**config.mk**
```make
export PLATFORM = sky130hd
export DESIGN_NAME = byte_stream_mix_hash
export DESIGN_NICKNAME = d
export VERILOG_FILES = /design/src/rtl/bsmh_pkg.sv /design/src/rtl/byte_stream_mix_hash.sv /design/src/rtl/bsmh_front.sv /design/src/rtl/bsmh_queue.sv /design/src/rtl/bsmh_back.sv
export SDC_FILE = /design/constraint.sdc
export NUM_CORES = 2
export LEC_CHECK = 0
export ABC_AREA = 1
export BUFFER_PORTS_ARGS = -buffer_cell sky130_fd_sc_hd__buf_2
export CAP_MARGIN = 20
export CORE_UTILIZATION = 30
export DETAILED_ROUTE_END_ITERATION = 10
export GPL_ROUTABILITY_DRIVEN = 1
export PLACE_DENSITY_LB_ADDON = 0.05
export SLEW_MARGIN = 40
export SYNTH_ARGS = -nofsm -noshare
export SYNTH_HDL_FRONTEND = slang
export SYNTH_HIERARCHICAL = 1
export SYNTH_SLANG_ARGS = --single-unit
```
**constraint.sdc**
```tcl
create_clock -name clk -period 7.9 [get_ports clk]
set_clock_uncertainty 0.05 [all_clocks]
set_input_delay 0.79 -clock clk [delete_from_list [all_inputs] [get_ports clk]]
set_output_delay 0.79 -clock clk [all_outputs]
set_load 0.02 [all_outputs]
```
**src/rtl/bsmh_pkg.sv**
```systemverilog
`timescale 1ns / 1ps
// ----------------------------------------------------------------------------
// bsmh_pkg: shared types, constants and round functions
// Job format between the front end and the back end, word packing, and one
// round of the mix and of the final scramble.
// ----------------------------------------------------------------------------
package bsmh_pkg;

  localparam int GROUP_LEN   = 12;
  localparam int POS_W       = $clog2(GROUP_LEN + 1);
  localparam int QUEUE_DEPTH = 2;
  localparam int STEP_W      = 3;

  localparam logic [STEP_W-1:0] MIX_LAST = STEP_W'(5);
  localparam logic [STEP_W-1:0] FIN_LAST = STEP_W'(6);

  localparam logic [31:0] INIT_A = 32'h9e37_79b9;
  localparam logic [31:0] INIT_B = 32'h9e37_79b9;
  localparam logic [31:0] INIT_C = 32'd3923095;

  typedef struct packed {
    logic [31:0] a;
    logic [31:0] b;
    logic [31:0] c;
  } words_t;

  // One unit of back-end work: a full group to mix, a tail to finish, or a
  // full group followed by an empty tail.
  typedef struct packed {
    logic [GROUP_LEN-1:0][7:0] bytes;
    logic [POS_W-1:0]          count;
    logic                      do_mix;
    logic                      do_fin;
    logic                      big_endian;
  } job_t;

  localparam words_t INIT_WORDS = '{a: INIT_A, b: INIT_B, c: INIT_C};

  function automatic logic [31:0] rotl(input logic [31:0] x, input int k);
    return (x << k) | (x >> (32 - k));
  endfunction

  // Bytes land in disjoint byte lanes, so OR is the same as the add.
  function automatic words_t pack_words(input job_t job);
    logic [2:0][31:0] w;
    logic [5:0]       sh;
    w  = '0;
    sh = '0;
    for (int i = 0; i < GROUP_LEN; i++) begin
      if (job.do_mix || (POS_W'(i) < job.count)) begin
        if (job.big_endian) begin
          sh = 6'(24 - 8 * (i % 4));
        end else begin
          sh = 6'(8 * (i % 4) + ((!job.do_mix && i >= 8) ? 8 : 0));
        end
        w[i/4] = w[i/4] | (32'(job.bytes[i]) << sh);
      end
    end
    return '{a: w[0], b: w[1], c: w[2]};
  endfunction

  function automatic words_t mix_step(input words_t w, input logic [STEP_W-1:0] step);
    words_t r;
    r = w;
    case (step)
      3'd0: begin r.a = (w.a - w.c) ^ rotl(w.c, 4);  r.c = w.c + w.b; end
      3'd1: begin r.b = (w.b - w.a) ^ rotl(w.a, 6);  r.a = w.a + w.c; end
      3'd2: begin r.c = (w.c - w.b) ^ rotl(w.b, 8);  r.b = w.b + w.a; end
      3'd3: begin r.a = (w.a - w.c) ^ rotl(w.c, 16); r.c = w.c + w.b; end
      3'd4: begin r.b = (w.b - w.a) ^ rotl(w.a, 19); r.a = w.a + w.c; end
      3'd5: begin r.c = (w.c - w.b) ^ rotl(w.b, 4);  r.b = w.b + w.a; end
      default: r = w;
    endcase
    return r;
  endfunction

  function automatic words_t final_step(input words_t w, input logic [STEP_W-1:0] step);
    words_t r;
    r = w;
    case (step)
      3'd0: r.c = (w.c ^ w.b) - rotl(w.b, 14);
      3'd1: r.a = (w.a ^ w.c) - rotl(w.c, 11);
      3'd2: r.b = (w.b ^ w.a) - rotl(w.a, 25);
      3'd3: r.c = (w.c ^ w.b) - rotl(w.b, 16);
      3'd4: r.a = (w.a ^ w.c) - rotl(w.c, 4);
      3'd5: r.b = (w.b ^ w.a) - rotl(w.a, 14);
      3'd6: r.c = (w.c ^ w.b) - rotl(w.b, 24);
      default: r = w;
    endcase
    return r;
  endfunction

endpackage

```
**src/rtl/byte_stream_mix_hash.sv**
```systemverilog
`timescale 1ns / 1ps
// Intake: one key byte per cycle, sustained, while the job queue has room.
// A full group of twelve bytes costs the back end an add and six mix rounds.
// A short key's end job is added, then runs the seven final rounds into the output
// register; a key that closes on a full group runs the six mix rounds in between.
// Engine: one round per cycle, the last waiting on a held hash; jobs run one at a time.
// rst_n is synchronous, active low: state words reload, order resets to little-endian.
// ----------------------------------------------------------------------------
// byte_stream_mix_hash: streaming 32-bit byte-key hash
// Front end packs bytes into twelve-byte groups; a two-entry job queue feeds a
// round-per-cycle mixing engine (barring a held hash) that delivers the hash per key.
// ----------------------------------------------------------------------------
module byte_stream_mix_hash (
  input  logic        clk,
  input  logic        rst_n,
  // key byte channel
  input  logic        in_valid,
  output logic        in_ready,
  input  logic [7:0]  in_key_byte,
  input  logic        in_has_byte,
  input  logic        in_last_item,
  // hash result channel
  output logic        out_valid,
  input  logic        out_ready,
  output logic [31:0] out_hash_value,
  // byte order register write
  input  logic        cfg_valid,
  output logic        cfg_ready,
  input  logic        cfg_big_endian_order
);

  // Byte order register. It is sampled by the front end when a job is
  // built (twelfth byte of a group or end of key), not per byte.
  logic           big_endian_order_r;

  // front end -> queue -> back end
  logic           q_push;
  logic           q_pop;
  logic           q_full;
  logic           q_empty;
  bsmh_pkg::job_t push_job;
  bsmh_pkg::job_t head_job;

  assign cfg_ready = 1'b1;

  always_ff @(posedge clk) begin
    if (!rst_n) begin
      big_endian_order_r <= 1'b0;
    end else if (cfg_valid && cfg_ready) begin
      big_endian_order_r <= cfg_big_endian_order;
    end
  end

  // Intake: idle transactions (no byte, no end) only pass through the
  // handshake. An end transaction that also completes a group posts a
  // single job carrying both the mix and the finish.
  bsmh_front u_front (
    .clk              (clk),
    .rst_n            (rst_n),
    .in_valid         (in_valid),
    .in_ready         (in_ready),
    .in_key_byte      (in_key_byte),
    .in_has_byte      (in_has_byte),
    .in_last_item     (in_last_item),
    .big_endian_order (big_endian_order_r),
    .q_full           (q_full),
    .q_push           (q_push),
    .q_job            (push_job)
  );

  // Two jobs of slack: intake keeps running while the engine mixes the
  // previous group or waits on a stalled result.
  bsmh_queue u_queue (
    .clk      (clk),
    .rst_n    (rst_n),
    .push     (q_push),
    .push_job (push_job),
    .pop      (q_pop),
    .head_job (head_job),
    .full     (q_full),
    .empty    (q_empty)
  );

  // Engine: packed words are added on pop, then mix and final rounds run one per
  // cycle; the last waits on a held hash. The output register parts engine and consumer.
  bsmh_back u_back (
    .clk            (clk),
    .rst_n          (rst_n),
    .q_empty        (q_empty),
    .q_job          (head_job),
    .q_pop          (q_pop),
    .out_valid      (out_valid),
    .out_ready      (out_ready),
    .out_hash_value (out_hash_value)
  );

`ifndef ASSERT_OFF
  // front end never posts into a full queue
  a_no_overflow: assert property (@(posedge clk) disable iff (!rst_n)
    q_push |-> !q_full)
    else $error("job posted into full queue");

  // engine never takes a job from an empty queue
  a_no_underflow: assert property (@(posedge clk) disable iff (!rst_n)
    q_pop |-> !q_empty)
    else $error("job popped from empty queue");

  // a new hash never rises right after a pop; the final rounds sit between
  a_result_after_job: assert property (@(posedge clk) disable iff (!rst_n)
    $rose(out_valid) |-> !$past(q_pop, 1))
    else $error("hash appeared without finish rounds");
`endif

endmodule

```
**src/rtl/bsmh_front.sv**
```systemverilog
`timescale 1ns / 1ps
// ----------------------------------------------------------------------------
// bsmh_front: byte intake
// Collects key bytes into a twelve-byte group and posts a job when a group
// fills or the key ends.
// ----------------------------------------------------------------------------
module bsmh_front (
  input  logic              clk,
  input  logic              rst_n,
  input  logic              in_valid,
  output logic              in_ready,
  input  logic [7:0]        in_key_byte,
  input  logic              in_has_byte,
  input  logic              in_last_item,
  input  logic              big_endian_order,
  input  logic              q_full,
  output logic              q_push,
  output bsmh_pkg::job_t    q_job
);

  logic [bsmh_pkg::GROUP_LEN-1:0][7:0] grp_r;
  logic [bsmh_pkg::GROUP_LEN-1:0][7:0] merged;
  logic [bsmh_pkg::POS_W-1:0]          pos_r;
  logic [bsmh_pkg::POS_W-1:0]          pos_nxt;
  logic                                accept;
  logic                                full_grp;

  assign in_ready = !q_full;
  assign accept   = in_valid && in_ready;
  assign full_grp = in_has_byte && (pos_r == bsmh_pkg::POS_W'(bsmh_pkg::GROUP_LEN - 1));
  assign q_push   = accept && (full_grp || in_last_item);

  always_comb begin
    merged = grp_r;
    if (in_has_byte) begin
      merged[pos_r] = in_key_byte;
    end
  end

  always_comb begin
    q_job.bytes      = merged;
    q_job.count      = in_has_byte ? pos_r + 1'b1 : pos_r;
    q_job.do_mix     = full_grp;
    q_job.do_fin     = in_last_item;
    q_job.big_endian = big_endian_order;
  end

  always_comb begin
    pos_nxt = pos_r;
    if (full_grp || in_last_item) begin
      pos_nxt = '0;
    end else if (in_has_byte) begin
      pos_nxt = pos_r + 1'b1;
    end
  end

  always_ff @(posedge clk) begin
    if (!rst_n) begin
      pos_r <= '0;
    end else if (accept) begin
      pos_r <= pos_nxt;
    end
  end

  always_ff @(posedge clk) begin
    if (accept && in_has_byte) begin
      grp_r[pos_r] <= in_key_byte;
    end
  end

endmodule

```
**src/rtl/bsmh_queue.sv**
```systemverilog
`timescale 1ns / 1ps
// ----------------------------------------------------------------------------
// bsmh_queue: job queue
// Short register queue that decouples intake from the mixing engine.
// ----------------------------------------------------------------------------
module bsmh_queue (
  input  logic           clk,
  input  logic           rst_n,
  input  logic           push,
  input  bsmh_pkg::job_t push_job,
  input  logic           pop,
  output bsmh_pkg::job_t head_job,
  output logic           full,
  output logic           empty
);

  localparam int PTR_W = (bsmh_pkg::QUEUE_DEPTH > 1) ? $clog2(bsmh_pkg::QUEUE_DEPTH) : 1;
  localparam int CNT_W = $clog2(bsmh_pkg::QUEUE_DEPTH + 1);

  bsmh_pkg::job_t   slot_r [bsmh_pkg::QUEUE_DEPTH];
  logic [PTR_W-1:0] wr_ptr_r;
  logic [PTR_W-1:0] rd_ptr_r;
  logic [CNT_W-1:0] cnt_r;
  logic             do_push;
  logic             do_pop;

  assign full     = (cnt_r == CNT_W'(bsmh_pkg::QUEUE_DEPTH));
  assign empty    = (cnt_r == '0);
  assign do_push  = push && !full;
  assign do_pop   = pop && !empty;
  assign head_job = slot_r[rd_ptr_r];

  function automatic logic [PTR_W-1:0] bump(input logic [PTR_W-1:0] p);
    return (p == PTR_W'(bsmh_pkg::QUEUE_DEPTH - 1)) ? '0 : p + 1'b1;
  endfunction

  always_ff @(posedge clk) begin
    if (!rst_n) begin
      wr_ptr_r <= '0;
      rd_ptr_r <= '0;
      cnt_r    <= '0;
    end else begin
      if (do_push) begin
        wr_ptr_r <= bump(wr_ptr_r);
      end
      if (do_pop) begin
        rd_ptr_r <= bump(rd_ptr_r);
      end
      if (do_push && !do_pop) begin
        cnt_r <= cnt_r + 1'b1;
      end else if (do_pop && !do_push) begin
        cnt_r <= cnt_r - 1'b1;
      end
    end
  end

  always_ff @(posedge clk) begin
    if (do_push) begin
      slot_r[wr_ptr_r] <= push_job;
    end
  end

endmodule

```
**src/rtl/bsmh_back.sv**
```systemverilog
`timescale 1ns / 1ps
// ----------------------------------------------------------------------------
// bsmh_back: mixing engine
// Adds packed words, runs the mix and final rounds one per cycle, the last
// waiting on a full output register, and holds the hash in that register.
// ----------------------------------------------------------------------------
module bsmh_back (
  input  logic           clk,
  input  logic           rst_n,
  input  logic           q_empty,
  input  bsmh_pkg::job_t q_job,
  output logic           q_pop,
  output logic           out_valid,
  input  logic           out_ready,
  output logic [31:0]    out_hash_value
);

  typedef enum logic [1:0] {
    BK_IDLE,
    BK_MIX,
    BK_FIN
  } bk_state_t;

  bk_state_t                     state_r;
  bsmh_pkg::words_t              words_r;
  logic [bsmh_pkg::STEP_W-1:0]   step_r;
  logic                          fin_pend_r;
  logic                          out_valid_r;
  logic [31:0]                   out_hash_r;
  bsmh_pkg::words_t              packed_w;
  bsmh_pkg::words_t              mixed_w;
  bsmh_pkg::words_t              final_w;
  logic                          fin_done;

  assign packed_w       = bsmh_pkg::pack_words(q_job);
  assign mixed_w        = bsmh_pkg::mix_step(words_r, step_r);
  assign final_w        = bsmh_pkg::final_step(words_r, step_r);
  assign q_pop          = (state_r == BK_IDLE) && !q_empty;
  assign out_valid      = out_valid_r;
  assign out_hash_value = out_hash_r;
  // last final round can retire into the output register this cycle
  assign fin_done       = (state_r == BK_FIN) && (step_r == bsmh_pkg::FIN_LAST) &&
                          (!out_valid_r || out_ready);

  always_ff @(posedge clk) begin
    if (!rst_n) begin
      state_r     <= BK_IDLE;
      words_r     <= bsmh_pkg::INIT_WORDS;
      step_r      <= '0;
      fin_pend_r  <= 1'b0;
      out_valid_r <= 1'b0;
    end else begin
      if (fin_done) begin
        out_valid_r <= 1'b1;
      end else if (out_valid_r && out_ready) begin
        out_valid_r <= 1'b0;
      end
      unique case (state_r)
        BK_IDLE: begin
          if (!q_empty) begin
            words_r.a  <= words_r.a + packed_w.a;
            words_r.b  <= words_r.b + packed_w.b;
            words_r.c  <= words_r.c + packed_w.c;
            step_r     <= '0;
            fin_pend_r <= q_job.do_fin;
            state_r    <= q_job.do_mix ? BK_MIX : BK_FIN;
          end
        end
        BK_MIX: begin
          words_r <= mixed_w;
          if (step_r == bsmh_pkg::MIX_LAST) begin
            step_r  <= '0;
            state_r <= fin_pend_r ? BK_FIN : BK_IDLE;
          end else begin
            step_r <= step_r + 1'b1;
          end
        end
        BK_FIN: begin
          if (step_r != bsmh_pkg::FIN_LAST) begin
            words_r <= final_w;
            step_r  <= step_r + 1'b1;
          end else if (fin_done) begin
            // last round lands straight in the output register
            out_hash_r  <= final_w.c;
            words_r     <= bsmh_pkg::INIT_WORDS;
            step_r      <= '0;
            state_r     <= BK_IDLE;
          end
        end
        default: state_r <= BK_IDLE;
      endcase
    end
  end

endmodule
```
==> results.sh <==
export IMPL_viasPerCell=5.41
export IMPL_ys_seq_area_frac=0.245
export IMPL_place_area_um2=53100
export IMPL_cts_buffers=57
export IMPL_fp_coreArea_um2=166000
export IMPL_hold_viol_final=0
export IMPL_gp_congestion=1.02
export IMPL_ys_flop_type="edfxtp_1"
export IMPL_synthCells=7998
export IMPL_hp_class="in -> reg"
export IMPL_grt_total_usage=0.323
export IMPL_slew_headroom=0.276
export IMPL_syn_to_final_growth_pct=9.37
export IMPL_max_freq_mhz=187
export IMPL_tightest_slew_ns=1.07
export IMPL_drtIter0Drc=5999
export IMPL_rsz0062_at_grt="no"
export IMPL_status="complete, no violations"
export IMPL_fill_cells=18500
export IMPL_yosys_warnings=6
export IMPL_fin_crit_sh=0.677
export IMPL_cts_htree_levels=2
export IMPL_reg2reg_slack_ns=2.55
export IMPL_cpPeakStageDelay_ns=0.71
export IMPL_whs_ns=0.283
export IMPL_clk_pin_slew_ns=0.06
export IMPL_root_buffer="clkbuf_16"
export IMPL_setup_tns_ns=0
export IMPL_clock_path_buffers=3
export IMPL_synth_top_area_share=0.200
export IMPL_vias=55300
export IMPL_endpoint_kind="flip-flop"
export IMPL_nets=8387
export IMPL_die_h_um=411
export IMPL_grt_pass1_vias=51100
export IMPL_antenna_found_initial=11
export IMPL_worst_setup_path_start_kind="flip-flop"
export IMPL_grt_overflow_total=0
export IMPL_fin_area_um2=54900
export IMPL_setup_viol=0
export IMPL_yosys_area_top_type="edfxtp_1"
export IMPL_dieArea_um2=169000
export IMPL_critPathCapture="u_back/words_r[16]$_SDFFE_PN1P_"
export IMPL_syn_area_um2=50200
export IMPL_crit_path_frequent_cell="nand2_1"
export IMPL_cts_resized=0
export IMPL_crit_arrival_ns=5.86
export IMPL_syn_area_per_cell_um2=6.28
export IMPL_drc=0
export IMPL_required_ns=8.41
export IMPL_clock_latency_ns=0.73
export IMPL_cts_tree="built"
export IMPL_port_buffers=49
export IMPL_wl_per_cell_um=27.5
export IMPL_grt_max_degree=73
export IMPL_ys_seq_elements=447
export IMPL_clkSinkCount=447
export IMPL_totalWireLength_mm=281
export IMPL_r2r_cells=22
export IMPL_crit_type="reg -> reg"
export IMPL_drv_slew=0
export IMPL_cts_setup_buffers=0
export IMPL_pin_count=51
export IMPL_drtPass1Iterations=9
export IMPL_row_count=149
export IMPL_period_needed_ns=5.35
export IMPL_yosysUniqueCellTypes=54
export IMPL_async_flop_share=0
export IMPL_die_width_um=411
export IMPL_drive_gt1_frac=0.0581
export IMPL_ant_nets=0
export IMPL_initial_utilization=0.303
export IMPL_crit_fanout=28
export IMPL_dp_hpwl_mm=226
export IMPL_netlist_top_cells_area="edfxtp_1 20%, nand2_1 19%, ha_1 9.6%, inv_1 7.5%, o21ai_0 6.1%"
export IMPL_cts_hold_buf=0
export IMPL_grt_first_pass_wirelength_mm=391
export IMPL_synth_edf_count=334
export IMPL_synth_nets=8410
export IMPL_cp_slowest_cell="o22ai_1"
export IMPL_r2r_end="u_back/words_r[16]$_SDFFE_PN1P_"
export IMPL_crit_chain="mux2_2, nor2_1, buf_4, clkinv_1, o22ai_1, ha_1, fa_1, nand3_1, nand3_1, inv_1, nor2_1, nor2_1, o21ai_0, nand2_1, nand2_1, nand2_1, nand3_1, nand3_1, nand2_1, inv_1, nand2_1, nand2_1"
export IMPL_drv_cap=0
sequential cells by signal, summed over array words and instances, names as in the netlist, 2 cells and up, named ones only:
| register | flops |
|---|---|
| u_queue/slot_r | 206 |
| u_back/words_r | 96 |
| u_front/grp_r | 96 |
| u_back/out_hash_value | 32 |
| u_front/pos_r | 4 |
| u_back/step_r | 3 |
| u_back/state_r | 2 |
| u_queue/cnt_r | 2 |
critical path: cells and delay by family, from the launching register on:
family                     cells  cell delay, ns
and+or+nand+nor               13            1.25
AOI/OAI and AO/OA              2            1.18
buffers and inverters          4            0.95
DFF                            1            0.62
muxes                          1            0.59
adders and majority gates      2            0.55
kinds of logic after synthesis:
logic type                 count (synthesis)  share of synthesized area
DFF                                      447                      0.245
and+or+nand+nor                         4055                      0.331
xor gates and xnor gates                 186                     0.0324
buffers and inverters                   1279                      0.100
adders and majority gates                396                      0.100
other                                      1                  0.0000747
muxes                                    103                     0.0231
AOI/OAI and AO/OA                       1531                      0.168
cell type report:
cell class	instances	area [µm²]	area share
flip-flops and latches	447	12300	0.224
repair buffers	177	1240	0.0227
clock buffers	72	1520	0.0277
inverters	1020	3830	0.0698
diodes	2	5.00	0.0000911
clock inverters	36	294	0.00535
multi-input cells	6272	33000	0.601
well taps	2189	2740	0.0499
metal layers:
layer / part of all wire / vias up / GRT usage
met2: 0.43 / 2188 / 0.495
met4: 0.049 / 2 / 0.138
met1: 0.46 / 26300 / 0.454
met5: 0.000046 / - / 0
li1: - / 26300 / -
met3: 0.065 / 430 / 0.0377
metrics by stage:
stage / util / setup slack (ns) / std cells
after detailed placement: 0.320 / 2.40 / 10100
final: 0.332 / 2.55 / 10200
after global routing: 0.332 / 2.24 / 10200
after CTS: 0.331 / 2.33 / 10200
after floorplan: - / 1.73 / 7998
after global placement: 0.320 / 2.40 / 10100
worst min path at each step:
stage / cells past startpoint / start / end
after floorplan: 2 / big_endian_order_r$_SDFFE_PN0P_ / big_endian_order_r$_SDFFE_PN0P_
after global placement: 2 / u_queue/rd_ptr_r$_SDFFE_PN0P_ / u_queue/rd_ptr_r$_SDFFE_PN0P_
after detailed placement: 2 / u_queue/rd_ptr_r$_SDFFE_PN0P_ / u_queue/rd_ptr_r$_SDFFE_PN0P_
after CTS: 3 / cfg_valid / big_endian_order_r$_SDFFE_PN0P_
after global routing: 1 / in_last_item / u_queue/slot_r[1][1]$_DFFE_PP_
final: 3 / cfg_valid / big_endian_order_r$_SDFFE_PN0P_
Yosys cell counts (all sizes together), types with 80 or more instances:
cell type and number:
inv 1012, nor3 80, mux2 103, nand2 2568, edfxtp 334, buf 134
dfxtp 113, xor2 166, o21ai 694, nand3 609, a21oi 547, nor2 628
ha 384, clkbuf 125
cells in the final DEF, fill, tap and decap left out, types with 18 or more instances in the layout:
master / n
o21a_1: 30
mux2_2: 103
or2_2: 31
nand3b_1: 29
a31oi_1: 24
xnor2_1: 20
clkinv_1: 18
a21o_1: 30
o21ai_1: 86
o221ai_1: 35
inv_2: 21
a21oi_1: 545
xor2_1: 166
buf_4: 124
nor2_1: 615
dfxtp_1: 110
nor3_1: 79
o21bai_1: 71
o211ai_1: 34
inv_1: 990
edfxtp_1: 334
nand2_1: 2558
nand3_1: 608
buf_2: 48
o22ai_1: 18
nand4_1: 71
clkbuf_16: 57
ha_1: 380
o21ai_0: 598
Power is not shown: default switching activity piles up to over one toggle a cycle in this logic, so the estimate is an artifact.
